File: src/rtl/core/mp3lt_pkg.sv
`timescale 1ns / 1ps
// ----------------------------------------------------------------------------
// mp3lt_pkg
// Types, codes and the frame header test shared by the leading tag skipper
// and frame sync finder.
// ----------------------------------------------------------------------------
package mp3lt_pkg;

  localparam int unsigned PosW   = 29;
  localparam int unsigned LimitW = 16;
  localparam logic [LimitW-1:0] SearchLimitRst = 16'd2048;

  typedef struct packed {
    logic [7:0] data_byte;
    logic       start_of_file;
    logic       end_of_file;
  } in_item_t;

  typedef struct packed {
    logic [1:0]      status;
    logic [PosW-1:0] frame_offset;
    logic            id3_seen;
    logic            album_seen;
  } out_item_t;

  typedef enum logic [1:0] {
    ST_SYNC      = 2'd0,
    ST_NO_SYNC   = 2'd1,
    ST_EARLY_END = 2'd2,
    ST_ALB_SHORT = 2'd3
  } status_e;

  typedef enum logic [2:0] {
    PH_IDLE     = 3'd0,
    PH_HEAD     = 3'd1,
    PH_SKIP_ID3 = 3'd2,
    PH_PROBE    = 3'd3,
    PH_ALBLEN   = 3'd4,
    PH_SKIP_ALB = 3'd5,
    PH_SEARCH   = 3'd6
  } phase_e;

  // Bit n set: layer II with that bitrate index forbids channel mode n.
  localparam logic [3:0] Layer2Bad [16] = '{
    4'd0, 4'd7, 4'd7, 4'd7, 4'd0, 4'd7, 4'd0, 4'd0,
    4'd0, 4'd0, 4'd0, 4'd8, 4'd8, 4'd8, 4'd8, 4'd8
  };

  function automatic logic frame_header_ok(input logic [7:0] b0, input logic [7:0] b1,
                                           input logic [7:0] b2, input logic [7:0] b3);
    logic ok;
    logic [3:0] bad;
    begin
      bad = Layer2Bad[b2[7:4]];
      ok  = (b0 == 8'hFF) && (b1[7:5] == 3'b111) && (b1[4:3] != 2'b01) &&
            (b1[2:1] != 2'b00) && (b2[7:4] != 4'hF) && (b2[3:2] != 2'b11) &&
            (b3[1:0] != 2'b10);
      if ((b1[4:3] == 2'b11) && (b1[2:1] == 2'b10) && bad[b3[7:6]]) begin
        ok = 1'b0;
      end
      return ok;
    end
  endfunction

endpackage

File: src/rtl/core/mp3lt_parser.sv
`timescale 1ns / 1ps
// ----------------------------------------------------------------------------
// mp3lt_parser
// Per-byte parse state: tag header capture, skips, album header probe and the
// sliding-window frame header search. Produces at most one result per byte.
// ----------------------------------------------------------------------------
module mp3lt_parser (
  input  logic                               clk_i,
  input  logic                               rst_ni,
  input  logic                               item_valid_i,
  input  mp3lt_pkg::in_item_t                item_i,
  input  logic [mp3lt_pkg::LimitW-1:0]       search_limit_i,
  output logic                               res_valid_o,
  output mp3lt_pkg::out_item_t               res_o
);
  import mp3lt_pkg::*;

  phase_e            phase_q, phase_d, ph_cur;
  logic [PosW-1:0]   pos_q, pos_cur, pos_p1;
  logic [23:0]       rec_q, rec_cur;
  logic [PosW-1:0]   skp_q, skp_cur, skp_d;
  logic [LimitW-1:0] tries_q, tries_cur, tries_d;
  logic [1:0]        flags_q, flags_cur, flags_d;
  logic [7:0]        b0, b1, b2, cur;
  logic [27:0]       tag_sz;
  logic [15:0]       alb_len;
  logic              active, done;
  status_e           st;
  logic [PosW-1:0]   off;

  // A start-of-file byte sees a freshly cleared state.
  always_comb begin
    ph_cur    = item_i.start_of_file ? PH_HEAD : phase_q;
    pos_cur   = item_i.start_of_file ? '0 : pos_q;
    rec_cur   = item_i.start_of_file ? '0 : rec_q;
    skp_cur   = item_i.start_of_file ? '0 : skp_q;
    tries_cur = item_i.start_of_file ? '0 : tries_q;
    flags_cur = item_i.start_of_file ? '0 : flags_q;
    active    = (ph_cur != PH_IDLE);
    b0        = rec_cur[23:16];
    b1        = rec_cur[15:8];
    b2        = rec_cur[7:0];
    cur       = item_i.data_byte;
    pos_p1    = pos_cur + PosW'(1);
    tag_sz    = {b0[6:0], b1[6:0], b2[6:0], cur[6:0]};
    alb_len   = {cur, b2};
  end

  // Next state.
  always_comb begin
    phase_d = ph_cur;
    skp_d   = skp_cur;
    tries_d = tries_cur;
    flags_d = flags_cur;
    done    = 1'b0;
    st      = ST_EARLY_END;
    off     = '0;
    case (ph_cur)
      PH_HEAD: begin
        if (pos_cur == PosW'(3)) begin
          if (!(b0 == 8'h49 && b1 == 8'h44 && b2 == 8'h33)) begin
            phase_d = PH_PROBE;
            skp_d   = '0;
          end
        end else if (pos_cur == PosW'(9)) begin
          flags_d[0] = 1'b1;
          skp_d      = PosW'(tag_sz) + PosW'(10);
          phase_d    = (tag_sz == '0) ? PH_PROBE : PH_SKIP_ID3;
        end
      end
      PH_SKIP_ID3: begin
        if (pos_p1 == skp_cur) phase_d = PH_PROBE;
      end
      PH_ALBLEN: begin
        if ({1'b0, pos_cur} == {1'b0, skp_cur} + (PosW+1)'(5)) begin
          if (alb_len < 16'd6) begin
            done = 1'b1;
            st   = ST_ALB_SHORT;
          end else begin
            flags_d[1] = 1'b1;
            skp_d      = skp_cur + PosW'(alb_len);
            phase_d    = (alb_len == 16'd6) ? PH_SEARCH : PH_SKIP_ALB;
          end
        end
      end
      PH_SKIP_ALB: begin
        if (pos_p1 == skp_cur) phase_d = PH_SEARCH;
      end
      default: ;
    endcase

    // The four bytes after any ID3 tag decide between album header and search.
    if (!done && phase_d == PH_PROBE &&
        {1'b0, pos_cur} == {1'b0, skp_d} + (PosW+1)'(3)) begin
      phase_d = (b0 == 8'h41 && b1 == 8'h69 && b2 == 8'h44 && cur == 8'h01) ?
                PH_ALBLEN : PH_SEARCH;
    end

    if (!done && phase_d == PH_SEARCH &&
        {1'b0, pos_cur} >= {1'b0, skp_d} + (PosW+1)'(3)) begin
      if (frame_header_ok(b0, b1, b2, cur)) begin
        done = 1'b1;
        st   = ST_SYNC;
        off  = pos_cur - PosW'(3);
      end else begin
        tries_d = tries_cur + LimitW'(1);
        if (tries_d >= search_limit_i) begin
          done = 1'b1;
          st   = ST_NO_SYNC;
        end
      end
    end

    if (!done && item_i.end_of_file) begin
      done = 1'b1;
      st   = ST_EARLY_END;
    end

    if (done) phase_d = PH_IDLE;
  end

  // Outputs.
  always_comb begin
    res_valid_o        = item_valid_i && active && done;
    res_o.status       = st;
    res_o.frame_offset = (st == ST_SYNC) ? off : '0;
    res_o.id3_seen     = flags_d[0];
    res_o.album_seen   = flags_d[1];
  end

  always_ff @(posedge clk_i or negedge rst_ni) begin
    if (!rst_ni) begin
      phase_q <= PH_IDLE;
      pos_q   <= '0;
      rec_q   <= '0;
      skp_q   <= '0;
      tries_q <= '0;
      flags_q <= '0;
    end else if (item_valid_i && active) begin
      phase_q <= phase_d;
      pos_q   <= pos_p1;
      rec_q   <= {rec_cur[15:0], cur};
      skp_q   <= skp_d;
      tries_q <= tries_d;
      flags_q <= flags_d;
    end
  end

endmodule

File: src/rtl/core/mp3lt_out_buf.sv
`timescale 1ns / 1ps
// ----------------------------------------------------------------------------
// mp3lt_out_buf
// Result register: holds one result until the consumer takes it.
// ----------------------------------------------------------------------------
module mp3lt_out_buf (
  input  logic                 clk_i,
  input  logic                 rst_ni,
  input  logic                 load_i,
  input  mp3lt_pkg::out_item_t item_i,
  output logic                 room_o,
  output logic                 valid_o,
  input  logic                 ready_i,
  output mp3lt_pkg::out_item_t item_o
);
  import mp3lt_pkg::*;

  logic      valid_q;
  out_item_t item_q;

  assign room_o  = !valid_q || ready_i;
  assign valid_o = valid_q;
  assign item_o  = item_q;

  always_ff @(posedge clk_i or negedge rst_ni) begin
    if (!rst_ni) begin
      valid_q <= 1'b0;
    end else if (room_o) begin
      valid_q <= load_i;
    end
  end

  always_ff @(posedge clk_i) begin
    if (room_o && load_i) item_q <= item_i;
  end

endmodule

File: src/rtl/core/mp3_leading_tag_skip_and_sync_find_core.sv
`timescale 1ns / 1ps
// ----------------------------------------------------------------------------
// mp3_leading_tag_skip_and_sync_find_core
// Skips a leading ID3v2 tag and album ID header, then finds the first MPEG
// audio frame header within the configured number of start positions.
// ----------------------------------------------------------------------------
// The block takes one file byte per cycle for as long as results are taken:
// a byte is registered on acceptance and, once the result register has room,
// parsed by a single pass through the parse logic; any result it ends with is
// loaded into the result register at the end of the cycle it is parsed in.
// Every file, once started with start_of_file, yields at most one result, and
// exactly one if it ends with end_of_file; bytes outside a file are dropped.
// search_limit may be written at any time the block is idle and resets to 2048.
module mp3_leading_tag_skip_and_sync_find_core (
  input  logic                               clk_i,
  input  logic                               rst_ni,
  input  logic                               cfg_valid_i,
  output logic                               cfg_ready_o,
  input  logic [mp3lt_pkg::LimitW-1:0]       cfg_search_limit_i,
  input  logic                               in_valid_i,
  output logic                               in_ready_o,
  input  mp3lt_pkg::in_item_t                in_item_i,
  output logic                               out_valid_o,
  input  logic                               out_ready_i,
  output mp3lt_pkg::out_item_t               out_item_o
);
  import mp3lt_pkg::*;

  logic              in_valid_q;
  in_item_t          in_item_q;
  logic [LimitW-1:0] limit_q;
  logic              room, adv, res_valid;
  out_item_t         res;

  assign cfg_ready_o = 1'b1;
  assign adv         = in_valid_q && room;
  assign in_ready_o  = !in_valid_q || room;

  always_ff @(posedge clk_i or negedge rst_ni) begin
    if (!rst_ni) begin
      limit_q    <= SearchLimitRst;
      in_valid_q <= 1'b0;
    end else begin
      if (cfg_valid_i) limit_q <= cfg_search_limit_i;
      if (in_ready_o) in_valid_q <= in_valid_i;
    end
  end

  always_ff @(posedge clk_i) begin
    if (in_ready_o && in_valid_i) in_item_q <= in_item_i;
  end

  mp3lt_parser u_parser (
    .clk_i          (clk_i),
    .rst_ni         (rst_ni),
    .item_valid_i   (adv),
    .item_i         (in_item_q),
    .search_limit_i (limit_q),
    .res_valid_o    (res_valid),
    .res_o          (res)
  );

  mp3lt_out_buf u_out_buf (
    .clk_i   (clk_i),
    .rst_ni  (rst_ni),
    .load_i  (res_valid),
    .item_i  (res),
    .room_o  (room),
    .valid_o (out_valid_o),
    .ready_i (out_ready_i),
    .item_o  (out_item_o)
  );

endmodule

File: config.mk
export PLATFORM = sky130hd
export DESIGN_NAME = mp3_leading_tag_skip_and_sync_find_core
export DESIGN_NICKNAME = d
export VERILOG_FILES = /design/src/rtl/core/mp3lt_pkg.sv /design/src/rtl/core/mp3lt_parser.sv /design/src/rtl/core/mp3lt_out_buf.sv /design/src/rtl/core/mp3_leading_tag_skip_and_sync_find_core.sv
export SDC_FILE = /design/constraint.sdc
export NUM_CORES = 1
export LEC_CHECK = 0
export BUFFER_PORTS_ARGS = -buffer_cell sky130_fd_sc_hd__clkbuf_2
export CORE_AREA = 2 2 196 198
export DETAILED_ROUTE_END_ITERATION = 12
export DIE_AREA = 0 0 198 200
export PLACE_DENSITY = 0.58
export SYNTH_ARGS = -nofsm -noshare
export SYNTH_HDL_FRONTEND = slang
export SYNTH_SLANG_ARGS = --single-unit
File: constraint.sdc
create_clock -name clk_i -period 10.2 [get_ports clk_i]
set_input_delay 1.02 -clock clk_i [delete_from_list [all_inputs] [get_ports clk_i]]
set_output_delay 1.02 -clock clk_i [all_outputs]
set_load 0.1 [all_outputs]
# [Word level (Yosys, flattened, before mapping)]
# Memory sizes are Yosys's and may differ from the RTL's.
# Index checks and enable logic that the tools add are counted.
# Widths: inputs -> output; s select.
[classes] div_mod_pow=0 n_mul=0 n_shift=0 n_lt_le_gt_ge=5 n_bitwise=1 n_eq_ne=27 n_addsub=7 muxes=53 reduce_logical=34
[op_table] op="$mux 29" n=7
[op_table] op="$eq 29x30->1" n=2
[op_table] op="$pmux 29 s2" n=1
[op_table] op="$mux 16" n=3
[op_table] op="$eq 8x7->1 const B" n=5
[op_table] op="$add 29x2->30 const B" n=1
[op_table] op="$add 29x3->30 const B" n=1
[op_table] op="$ge 29x30->1" n=1
[op_table] op="$mux 3" n=10
[op_table] op="$add 28x4->29 const B" n=1
[op_table] op="$add 29x1->29 const B" n=1
[op_table] op="$add 29x16->29" n=1
[op_table] op="$eq 29x2->1 const B" n=1
[op_table] op="$eq 29x29->1" n=1
[op_table] op="$eq 29x4->1 const B" n=1
[op_table] op="$sub 29x2->29 const B" n=1
[op_table] op="$logic_not 28->1" n=1
[op_table] op="$mux 24" n=1
[op_table] op="$logic_and 1x1->1" n=23
[op_table] op="$mux 1" n=18
[op_table] op="$mux 2" n=9
[op_table] op="$add 16x1->16 const B" n=1
[op_table] op="$eq 16x3->1 const B" n=1
[op_table] op="$ge 16x16->1" n=1
[op_table] op="other kinds (23)" n=34
[totals] inputBits=31 reg_bits=164 memories=1 out_inout_bits=36 wordCells=144 latch_bits=0 mem_bits_ro=64 mem_bits_rw=0
[memory_table] name="(name not given)" words=16 word_bits=4 rd=1 rd_clocked_by_memory_dff=0 wr=0 line="mp3lt_pkg.sv:54" source="bad = Layer2Bad[b2[7:4]];"

# [Depth between registers and ports, before layout]
# Gate-level depths: netlist of run 1.
[logic_depth] word_depth=22 ltp_mapped=42 depth_no_buf=29

# [By module]
# A second synthesis of run 1 with hierarchy kept.
[unflattened] cells_unflattened=1899 hier_area_um2=15114.5
[by_module_without_submodules] module="mp3lt_parser" area_each_um2=13057.5 seq_area_each_um2=2577.5 instances=1 cells_per_inst=1811
[by_module_without_submodules] module="mp3lt_out_buf" area_each_um2=1044.8 seq_area_each_um2=1016.0 instances=1 cells_per_inst=37
[by_module_without_submodules] module="mp3_leading_tag_skip_and_sync_find_core" area_each_um2=1012.2 seq_area_each_um2=726.9 instances=1 cells_per_inst=51

# [Worst setup path before layout of run 1]
# OpenSTA, ideal clock, no wires.
[synth_timing] path_type="flip-flop to flip-flop" start="reg in_item_q[1] in the netlist's numbering" end="reg u_out_buf.item_q, in the netlist u_out_buf.item_o[0], enable pin" path_buffers=13 setup_ns=0.393 period_less_slack_ns=9.265 t_required_ns=9.807 setup_slack_ns=0.935 arrival_time_ns=8.872 path_stages_with_launch=40 path_cell_list="edfxtp_1 -> buf_2 -> buf_2 -> buf_2 -> buf_2 -> buf_2 -> buf_2 -> buf_2 -> buf_2 -> buf_2 -> buf_1 -> clkbuf_1 -> clkbuf_1 -> buf_1 -> nor2_1 -> ha_1 -> a21o_1 -> a211o_1 -> (+4 left out) -> o22ai_1 -> a21oi_1 -> nor2b_1 -> nand3_1 -> nor3_1 -> nand4_1 -> xor2_1 -> ha_1 -> nand3_1 -> nor2_1 -> inv_1 -> nor4_1 -> nand3_1 -> or3_1 -> a21oi_1 -> o31a_1 -> a211o_1 -> and2_1"
[synth_between] elab_chain_len=20 word_cells_on_any_way=98 classes_between="add/sub: 6; order compare: 3; eq/ne: 25; mux: 36; bitwise: 1; reduce/logical: 26; memory: 1"
[synth_lines] element="from (decl)" line="mp3_leading_tag_skip_and_sync_find_core.sv:30" source="in_item_t in_item_q;"
[synth_lines] element="from (signal assigned)" line="mp3_leading_tag_skip_and_sync_find_core.sv:50" source="if (in_ready_o && in_valid_i) in_item_q <= in_item_i;"
[synth_lines] element="branches (longest 18 deep; another with $add 29x3->30)"
[synth_lines] element="$logic_and 1x1->1 *" line="mp3lt_parser.sv:124" source="res_valid_o = item_valid_i && active && done;"
[synth_lines] element="$logic_and 1x1->1 *" line="mp3lt_out_buf.sv:34" source="if (room_o && load_i) item_q <= item_i;"
[synth_lines] element="to (signal assigned)" line="mp3lt_out_buf.sv:34"
[synth_lines] element="to (decl)" line="mp3lt_out_buf.sv:19" source="out_item_t item_q;"
# Every way passes the cells marked *. The select of a mux whose other input is x is not followed.
# A chain may end at the register's enable or synchronous reset.

# [Final worst setup path of run 1]
[layout_timing] start="reg in_item_q[1] in the netlist's numbering" end="reg u_out_buf.item_q, in the netlist u_out_buf.item_o[26], enable pin"
# Same word-level chain as after synthesis.

==> flow_metrics.env, run 1 <==
export IMPL_status="finished clean"
export IMPL_fmax_mhz=105
export IMPL_track_usage_pct=28.2
export IMPL_cts_setup_buffers=0
export IMPL_die_area_um2=39600
export IMPL_cts_tree="done"
export IMPL_synth_area_per_cell_um2=7.90
export IMPL_min_path_type="reg2reg"
export IMPL_power_density_nw_per_um2=127
export IMPL_fin_skew_ns=0.0125
export IMPL_htree_levels=4
export IMPL_clk_latency_ns=0.47
export IMPL_required_ns=10.29
export IMPL_end_kind="register"
export IMPL_worst_pin_slew_ns=1.11
export IMPL_p_leak_nw=6.54
export IMPL_yosys_most_used_dff="dfrtp_1"
export IMPL_syn_to_final_growth_pct=8.19
export IMPL_num_antenna_cells=0
export IMPL_nets=1950
export IMPL_synth_area_leader_cell="dfrtp_1"
export IMPL_hold_violations=0
export IMPL_synth_cell_types=94
export IMPL_ys_seq_elements=164
export IMPL_fin_crit_sh_pct=93.1
export IMPL_dp_cells=2346
export IMPL_drive_above_1_share_pct=9.21
export IMPL_synth_edff_count=43
export IMPL_postCtsResizedCells=0
export IMPL_cts_buffers_inserted=17
export IMPL_crit_type="reg2reg"
export IMPL_gr_total_overflow=0
export IMPL_syn_inst=1878
export IMPL_antenna_found_initial=0
export IMPL_slew_headroom_pct=25.6
export IMPL_std_cell_rows=71
export IMPL_io_buffers=65
export IMPL_drv_slew=0
export IMPL_die_w_um=198
export IMPL_post_drt_wl_per_cell_um=23.0
export IMPL_rr_worst_depth=26
export IMPL_grt_pass1_wl_um=83900
export IMPL_totalNegativeSetupSlack_ns=0
export IMPL_start_kind="register"
export IMPL_initial_core_util_pct=39.7
export IMPL_critical_path_max_stage_delay_ns=0.75
export IMPL_period_minus_slack_ns=9.49
export IMPL_gp_congestion=0.989
export IMPL_ys_warnings_count=0
export IMPL_clkSinkCount=164
export IMPL_arrival_ns=9.59
export IMPL_dr_pass1_iters=7
export IMPL_drt_vias_per_instance=6.07
export IMPL_ys_seq_area_share_pct=29.1
export IMPL_path_clk_slew_ns=0.08
export IMPL_grt_max_degree=82
export IMPL_syn_nets=1974
export IMPL_synthDominantCellAreaShare_pct=20.2
export IMPL_ant_nets=0
export IMPL_synthArstFlopShare_pct=73.8
export IMPL_die_height_um=200
export IMPL_nFillCells=3799
export IMPL_max_cap_violations=0
export IMPL_core_area_um2=37400
export IMPL_netlist_area_um2=14800
export IMPL_dr_total_vias=14427
export IMPL_slowest_stage="or4_1"
export IMPL_hold_path_depth=2
export IMPL_drt_iter0_markers=1440
export IMPL_setup_viol=0
export IMPL_grt_setup_unrepaired="false"
export IMPL_stdcell_count=2378
export IMPL_clock_path_buffers=2
export IMPL_grt_pass1_vias=13651
export IMPL_peakVddDrop_mv=0.111
export IMPL_io_pins=67
export IMPL_finalWirelength_um=54800
export IMPL_ctsHoldBuffers=0
export IMPL_root_buffer="clkbuf_16"
export IMPL_drc=0
export IMPL_worstPathMaxFanout=33
export IMPL_synthTopCellsByArea="dfrtp_1 20%, edfxtp_1 8.7%, nand2_1 6.9%"
export IMPL_hpwlAfterDp_um=41200
## registers in the layout, indices dropped and copies added, names as in the netlist
name and flops:
in_valid_q 1, u_parser.pos_q 29, limit_q 16, u_parser.phase_q 3
u_out_buf.item_o 33, in_item_q 10, u_parser.skp_q 29, u_parser.flags_q 2
u_parser.rec_q 24, u_out_buf.valid_o 1, u_parser.tries_q 16
## final timing paths
| check | startpoint | end | slack [ns] |
|---|---|---|---|
| hold reg to reg | u_parser.flags_q[0] | u_parser.flags_q[0] | 0.50 |
| min in group asynchronous | rst_ni | u_parser.pos_q[19] | 0.52 |
| setup reg to reg | in_item_q[1] | u_out_buf.item_o[26] | 0.71 |
| max in group asynchronous | rst_ni | u_parser.pos_q[12] | 8.33 |
| setup / recovery | in_item_q[1] | u_out_buf.item_o[26] | 0.71 |
| hold / removal | u_parser.flags_q[0] | u_parser.flags_q[0] | 0.50 |
## metrics by stage
stage / setup slack [ns] / util (%) / area [um2] / power [W] / hold WS, ns
2_1_floorplan: 0.935 / - / 14800 / 0.00120 / 0.450
3_3_place_gp: 1.22 / 41.4 / 15500 / 0.00137 / 0.472
3_5_place_dp: 0.895 / 41.4 / 15500 / 0.00137 / 0.488
4_1_cts: 0.874 / 42.9 / 16100 / 0.00204 / 0.509
5_1_grt: 0.235 / 42.9 / 16100 / 0.00214 / 0.561
6_report: 0.706 / 42.9 / 16100 / 0.00204 / 0.505
## per-layer routing
| metal | up-vias | global-route usage (%) | share of wire [%] |
|---|---|---|---|
| li1 | 6771 | - | - |
| met1 | 6970 | 37.6 | 44 |
| met2 | 578 | 45.6 | 46 |
| met3 | 108 | 4.23 | 6.4 |
| met4 | 0 | 12.1 | 4.0 |
| met5 | - | 0 | 0 |
## logic make-up after synthesis
kind of cell    after synthesis  synth area share [%]
flops                       164                  29.1
simple gates                875                  30.6
fa+ha+maj                    66                  5.55
mux                          30                  2.10
compound gates              432                  19.6
other cells                   1                0.0253
buf+inv                     167                  4.60
xor+xnor                    143                  8.44
## synthesized netlist by cell type, drive strengths merged, types with 7 or more instances
library cell  instances
a211o                 8
a211oi               14
a21o                 29
a21oi                91
a22oi                 7
a31oi                20
a41o                  7
and2                 21
and3                 27
and4                 14
and4b                12
buf                  43
clkbuf               85
dfrtp               120
edfxtp               43
ha                   65
inv                  39
mux2                  9
mux2i                21
nand2               273
nand2b               19
nand3                60
nand3b               13
nand4                41
nor2                149
nor2b                68
nor3                 69
nor3b                 9
nor4                 35
o211ai               16
o21a                 19
o21ai               113
o22ai                11
o31ai                12
or2                  12
or3                  22
or4                  14
xnor2                89
xor2                 54
## power breakdown
| group | switching, W | internal [W] | leakage [nW] |
|---|---|---|---|
| Sequential | 0.0000970 | 0.000727 | 2.02 |
| Combinational | 0.000362 | 0.000183 | 4.24 |
| Clock | 0.000342 | 0.000328 | 0.281 |
## area by class of cell
cell class                      count  area (um2)  area share (%)
Clock buffer                       17         425            2.65
Clock inverter                     15         161            1.01
Inverter                           39         146           0.912
Multi-Input combinational cell   1547        9870            61.5
Sequential cell                   164        4320            26.9
Tap cell                          511         639            3.98
Timing Repair Buffer               85         494            3.08
## cells in the final DEF, fill, tap and decap left out, types with 27 or more instances in the layout
cell / Yosys / layout
nand4_1: 39 / 39
nand2_1: 273 / 273
a21o_1: 29 / 28
xnor2_1: 89 / 89
nor3_1: 68 / 67
edfxtp_1: 43 / 43
nand3_1: 59 / 59
clkbuf_2: 0 / 64
dfrtp_1: 120 / 120
nor2_1: 149 / 149
xor2_1: 54 / 54
and3_1: 27 / 27
inv_1: 39 / 38
a21oi_1: 91 / 90
ha_1: 65 / 65
o21ai_0: 109 / 109
nor2b_1: 68 / 68
nor4_1: 30 / 29
## critical path, delay by kind of cell, from the launching register on
family	cells	cell delay (ns)
DFF	1	0.56
AOI/OAI and AO/OA	9	2.73
adders and majority gates	2	0.63
xor gates and xnor gates	1	0.15
buffers and inverters	1	0.06
and+or+nand+nor	13	4.91
No activity file was read; power rests on OpenSTA's default activity.
==> inputs of run 2 (changes only) <==
==> constraint.sdc (replaced) <==
create_clock -name clk_i -period 9.6 [get_ports clk_i]
set_input_delay 0.96 -clock clk_i [delete_from_list [all_inputs] [get_ports clk_i]]
set_output_delay 0.96 -clock clk_i [all_outputs]
set_load 0.1 [all_outputs]
==> run 2 against run 1 <==
Compared with the run above: setup slack got worse by 0.16 ns; first-iteration DRC count decreased by 0.42%; die area unchanged; sequential power grew 6.6%; sequential share of layout area is 0.20 points lower; core utilization grew 0.32 points.
==> flow_metrics.env, run 2 (synthesis gave the netlist of run 1 again) <==
export IMPL_status="finished clean"
export IMPL_max_cap_violations=0
export IMPL_grt_max_degree=134
export IMPL_crit_buf_inv=3
export IMPL_fin_skew_ns=0.0162
export IMPL_end_kind="register"
export IMPL_nets=1961
export IMPL_p_leak_nw=6.62
export IMPL_critical_path_max_stage_delay_ns=0.84
export IMPL_utilization_pct=43.3
export IMPL_gp_congestion=0.990
export IMPL_cts_setup_buffers=0
export IMPL_clock_path_buffers=2
export IMPL_postCtsResizedCells=0
export IMPL_dr_total_vias=14404
export IMPL_core_area_um2=37400
export IMPL_drive_above_1_share_pct=9.74
export IMPL_std_cell_rows=71
export IMPL_io_pins=67
export IMPL_root_buffer="clkbuf_16"
export IMPL_syn_to_final_growth_pct=9.00
export IMPL_fmax_mhz=111
export IMPL_arrival_ns=9.17
export IMPL_die_height_um=200
export IMPL_hpwlAfterDp_um=41400
export IMPL_fin_crit_sh_pct=94.3
export IMPL_drc=0
export IMPL_period_minus_slack_ns=9.05
export IMPL_peakVddDrop_mv=0.132
export IMPL_cp_common_cell="nand3_1"
export IMPL_path_clk_slew_ns=0.08
export IMPL_dr_pass1_iters=8
export IMPL_gr_total_overflow=0
export IMPL_ant_nets=0
export IMPL_initial_core_util_pct=39.7
export IMPL_cts_tree="done"
export IMPL_htree_levels=4
export IMPL_clk_latency_ns=0.48
export IMPL_mostFrequentLayoutCells="273 x nand2_1, 149 x nor2_1, 120 x dfrtp_1"
export IMPL_die_w_um=198
export IMPL_num_antenna_cells=0
export IMPL_setup_viol=0
export IMPL_cts_buffers_inserted=17
export IMPL_drt_iter0_markers=1434
export IMPL_totalNegativeSetupSlack_ns=0
export IMPL_antenna_found_initial=0
export IMPL_mostFrequentLayoutCell="nand2_1"
export IMPL_grt_setup_unrepaired="false"
export IMPL_die_area_um2=39600
export IMPL_finalWirelength_um=54500
export IMPL_path_delay_family="simple AND/OR/NAND/NOR gates"
export IMPL_grt_pass1_wl_um=83200
export IMPL_drt_vias_per_instance=6.03
export IMPL_ctsHoldBuffers=0
export IMPL_start_kind="register"
export IMPL_largest_reg_flops=33
export IMPL_min_path_type="in2async"
export IMPL_worst_pin_slew_ns=1.26
export IMPL_crit_type="reg2reg"
export IMPL_worstPathMaxFanout=133
export IMPL_post_drt_wl_per_cell_um=22.8
export IMPL_drv_slew=0
export IMPL_hold_violations=0
export IMPL_track_usage_pct=27.8
export IMPL_clkSinkCount=164
export IMPL_power_density_nw_per_um2=136
export IMPL_grt_pass1_vias=13414
export IMPL_io_buffers=65
export IMPL_slowest_stage="a221oi_1"
export IMPL_slew_headroom_pct=15.0
export IMPL_required_ns=9.72
[run 2: worst register-to-register path, delay by kind of cell, from the launching register on]
| family | cells | cell delay (ns) |
|---|---|---|
| AO/OA/AOI/OAI | 7 | 2.52 |
| XOR/XNOR | 2 | 0.20 |
| adder cells (fa/ha/maj) | 2 | 0.63 |
| buffers and inverters | 3 | 0.71 |
| flip-flops | 1 | 0.48 |
| AND/OR/NAND/NOR | 13 | 4.13 |
[run 2: layer usage]
metal	part of all wire (%)	track usage, %	vias to the layer above
met5	0	0	-
met4	3.6	11.5	0
met3	5.9	2.99	101
met2	47	45.6	552
met1	44	37.6	6953
li1	-	-	6798
[run 2: layout make-up]
class	instances	area, um2
fill	3754	21200
clock inverter	11	128
inverter	39	146
timing repair buffer	96	577
multi-input combinational	1547	9870
clock buffer	21	493
sequential	164	4320
tap	511	639
[run 2: where the power goes]
group          internal [W]  switching (W)  total, W
Sequential         0.000772       0.000105  0.000878
Clock              0.000406       0.000343  0.000749
Combinational      0.000194       0.000380  0.000574
Total               0.00137       0.000828   0.00220
[run 2: final timing paths]
kind / start / endpoint / slack (ns) / depth (start not counted)
max in group asynchronous: rst_ni / u_parser.rec_q[7] / 7.94 / 2
hold / removal: rst_ni / u_parser.pos_q[17] / 0.51 / 1
hold reg to reg: u_parser.rec_q[23] / u_parser.rec_q[23] / 0.51 / 2
setup / recovery: in_item_q[1] / u_out_buf.item_o[27] / 0.55 / 27
setup reg to reg: in_item_q[1] / u_out_buf.item_o[27] / 0.55 / 27
min in group clk_i: u_parser.rec_q[23] / u_parser.rec_q[23] / 0.51 / 2
[run 2: through the flow]
stage	std cells	setup WS (ns)	total power, W	instance area, um2	hold slack, ns
floorplan	1878	0.335	0.00127	14800	0.450
global placement	2357	0.901	0.00145	15600	0.468
detailed placement	2357	0.669	0.00146	15600	0.495
CTS	2389	0.655	0.00221	16200	0.512
global route	2389	0.0663	0.00230	16200	0.553
finish	2389	0.550	0.00220	16200	0.508
==> inputs of run 3 (changes only) <==
--- a/config.mk
+++ b/config.mk
@@ -6,10 +6,12 @@
 export NUM_CORES = 1
 export LEC_CHECK = 0
 export BUFFER_PORTS_ARGS = -buffer_cell sky130_fd_sc_hd__clkbuf_2
-export CORE_AREA = 2 2 196 198
+export CORE_AREA = 2 2 162 244
 export DETAILED_ROUTE_END_ITERATION = 12
-export DIE_AREA = 0 0 198 200
+export DIE_AREA = 0 0 164 246
 export PLACE_DENSITY = 0.58
+export SLEW_MARGIN = 20
 export SYNTH_ARGS = -nofsm -noshare
 export SYNTH_HDL_FRONTEND = slang
+export SYNTH_HIERARCHICAL = 1
 export SYNTH_SLANG_ARGS = --single-unit
==> run 3 against run 2 <==
Compared with the run above: critical path depth is 4 higher; sequential power is 5.4% higher; first-iteration DRC count is 29% lower; via count is 0.90% higher; synthesized cell count is 1.1% higher; register-to-register slack better by 0.32 ns; cell count is 0.54% higher; setup slack better by 0.32 ns; critical endpoint is now u_out_buf/item_o[3]; highest routed layer unchanged.
==> flow_metrics.env, run 3 <==
export IMPL_holdWs_ns=0.411
export IMPL_fin_skew_ns=0.0106
export IMPL_drc=0
export IMPL_ys_warnings_count=6
export IMPL_ys_seq_area_share_pct=28.6
export IMPL_hpwlAfterDp_um=44200
export IMPL_drive_above_1_share_pct=11.3
export IMPL_die_area_um2=40300
export IMPL_num_antenna_cells=0
export IMPL_io_pins=67
export IMPL_postCtsResizedCells=0
export IMPL_status="finished clean"
export IMPL_max_cap_violations=0
export IMPL_cts_buffers_inserted=17
export IMPL_min_path_type="in2async"
export IMPL_grt_pass1_vias=14373
export IMPL_core_area_um2=38200
export IMPL_period_minus_slack_ns=8.73
export IMPL_clk_latency_ns=0.46
export IMPL_synth_common_cells="268 x nand2_1, 171 x nor2_1, 120 x dfrtp_1"
export IMPL_slew_headroom_pct=24.6
export IMPL_fmax_mhz=115
export IMPL_arrival_ns=8.88
export IMPL_antenna_found_initial=0
export IMPL_drv_slew=0
export IMPL_synthDominantCellAreaShare_pct=19.9
export IMPL_synth_edff_count=43
export IMPL_grt_pass1_wl_um=86700
export IMPL_ant_nets=0
export IMPL_mostFrequentLayoutCell="nand2_1"
export IMPL_htree_levels=4
export IMPL_totalNegativeSetupSlack_ns=0
export IMPL_synthArstFlopShare_pct=73.8
export IMPL_grt_max_degree=90
export IMPL_clock_path_buffers=2
export IMPL_clkSinkCount=164
export IMPL_initial_core_util_pct=39.6
export IMPL_gr_total_overflow=0
export IMPL_power_density_nw_per_um2=146
export IMPL_syn_nets=1995
export IMPL_hold_violations=0
export IMPL_io_buffers=65
export IMPL_required_ns=9.75
export IMPL_grt_setup_unrepaired="false"
export IMPL_nets=1990
export IMPL_netlist_area_um2=15100
export IMPL_track_usage_pct=28.6
export IMPL_fin_crit_sh_pct=90.9
export IMPL_yosys_most_used_dff="dfrtp_1"
export IMPL_critical_path_max_stage_delay_ns=0.59
export IMPL_peakVddDrop_mv=0.0901
export IMPL_synth_area_leader_cell="dfrtp_1"
export IMPL_setup_viol=0
export IMPL_post_drt_wl_per_cell_um=23.6
export IMPL_dr_pass1_iters=5
export IMPL_syn_inst=1899
export IMPL_synth_area_per_cell_um2=7.96
export IMPL_std_cell_rows=88
export IMPL_cts_tree="done"
export IMPL_slowest_stage="or4_4"
export IMPL_die_w_um=164
export IMPL_crit_type="reg2reg"
export IMPL_start_kind="register"
export IMPL_die_height_um=246
export IMPL_p_leak_nw=6.75
export IMPL_gp_congestion=0.990
export IMPL_finalWirelength_um=56700
export IMPL_mostFrequentLayoutCells="267 x nand2_1, 170 x nor2_1, 120 x dfrtp_1"
export IMPL_drt_iter0_markers=1019
export IMPL_end_kind="register"
export IMPL_worst_pin_slew_ns=1.12
export IMPL_yosysMostFrequentCell="nand2_1"
export IMPL_root_buffer="clkbuf_16"
export IMPL_synth_cell_types=106
export IMPL_synthTopCellsByArea="dfrtp_1 20%, edfxtp_1 8.5%, nand2_1 6.7%"
export IMPL_path_clk_slew_ns=0.07
export IMPL_ctsHoldBuffers=0
export IMPL_drt_vias_per_instance=6.05
export IMPL_largest_reg_flops=33
export IMPL_ys_seq_elements=164
export IMPL_dr_total_vias=14534
export IMPL_worstPathMaxFanout=33
export IMPL_syn_to_final_growth_pct=8.32
export IMPL_cts_setup_buffers=0
-- run 3: final cells by class --
| class | count | area [um2] |
|---|---|---|
| multi-input combinational | 1541 | 9980 |
| clock inverter | 14 | 123 |
| clock buffer | 18 | 429 |
| sequential | 164 | 4320 |
| fill | 3880 | 21800 |
| tap | 495 | 619 |
| timing repair buffer | 106 | 661 |
| inverter | 64 | 240 |
-- run 3: final timing paths --
| check | from | to | slack (ns) | depth (start not counted) |
|---|---|---|---|---|
| min in group clk_i | u_parser/flags_q[0] | u_parser/flags_q[0] | 0.50 | 2 |
| min reg2reg | u_parser/flags_q[0] | u_parser/flags_q[0] | 0.50 | 2 |
| min | rst_ni | limit_q[13] | 0.41 | 1 |
| max reg2reg | u_parser/skp_q[1] | u_out_buf/item_o[3] | 0.87 | 31 |
| max in group asynchronous | rst_ni | u_parser/pos_q[1] | 7.38 | 3 |
| max | u_parser/skp_q[1] | u_out_buf/item_o[3] | 0.87 | 31 |
-- run 3: worst max-delay path: cells and delay by family, from the launching register on --
kind / cells / cell delay [ns]
AO/OA/AOI/OAI: 7 / 1.84
XOR/XNOR: 1 / 0.13
adder cells (fa/ha/maj): 3 / 0.80
buffers and inverters: 2 / 0.37
flip-flops: 1 / 0.53
multiplexers: 2 / 0.48
AND/OR/NAND/NOR: 16 / 4.23
-- run 3: per-layer routing --
layer / share of wire [%] / global-route usage [%] / vias up
li1: - / - / 6828
met1: 38 / 31.2 / 7015
met2: 51 / 51.6 / 522
met3: 4.0 / 3.48 / 169
met4: 7.1 / 18.6 / 0
met5: 0 / 0 / -
-- run 3: logic make-up (layout without fill, tap and decap cells) --
logic type,after synthesis,in the layout,synth area share [%]
fa+ha+maj,66,66,5.45
simple gates,866,866,29.9
buf+inv,194,202,5.53
compound gates,413,413,18.5
xor+xnor,152,152,8.81
other cells,1,1,0.0248
flops,164,164,28.6
mux,43,43,3.29
-- run 3: stage by stage --
step / cell area (um2) / util (%) / worst slack, ns / total power (W) / instances
finish: 16400 / 42.9 / 0.872 / 0.00239 / 2402
global route: 16400 / 42.9 / 0.353 / 0.00250 / 2402
CTS: 16400 / 42.8 / 0.907 / 0.00239 / 2402
detailed placement: 15800 / 41.4 / 0.962 / 0.00171 / 2370
global placement: 15800 / 41.4 / 1.11 / 0.00170 / 2370
floorplan: 15100 / - / 0.688 / 0.00144 / 1899
-- run 3: where the power goes --
group / internal, W / switching (W) / leakage, nW / total [W]
logic: 0.000261 / 0.000522 / 4.49 / 0.000783
registers: 0.000787 / 0.000137 / 1.99 / 0.000925
clock network: 0.000339 / 0.000340 / 0.274 / 0.000679
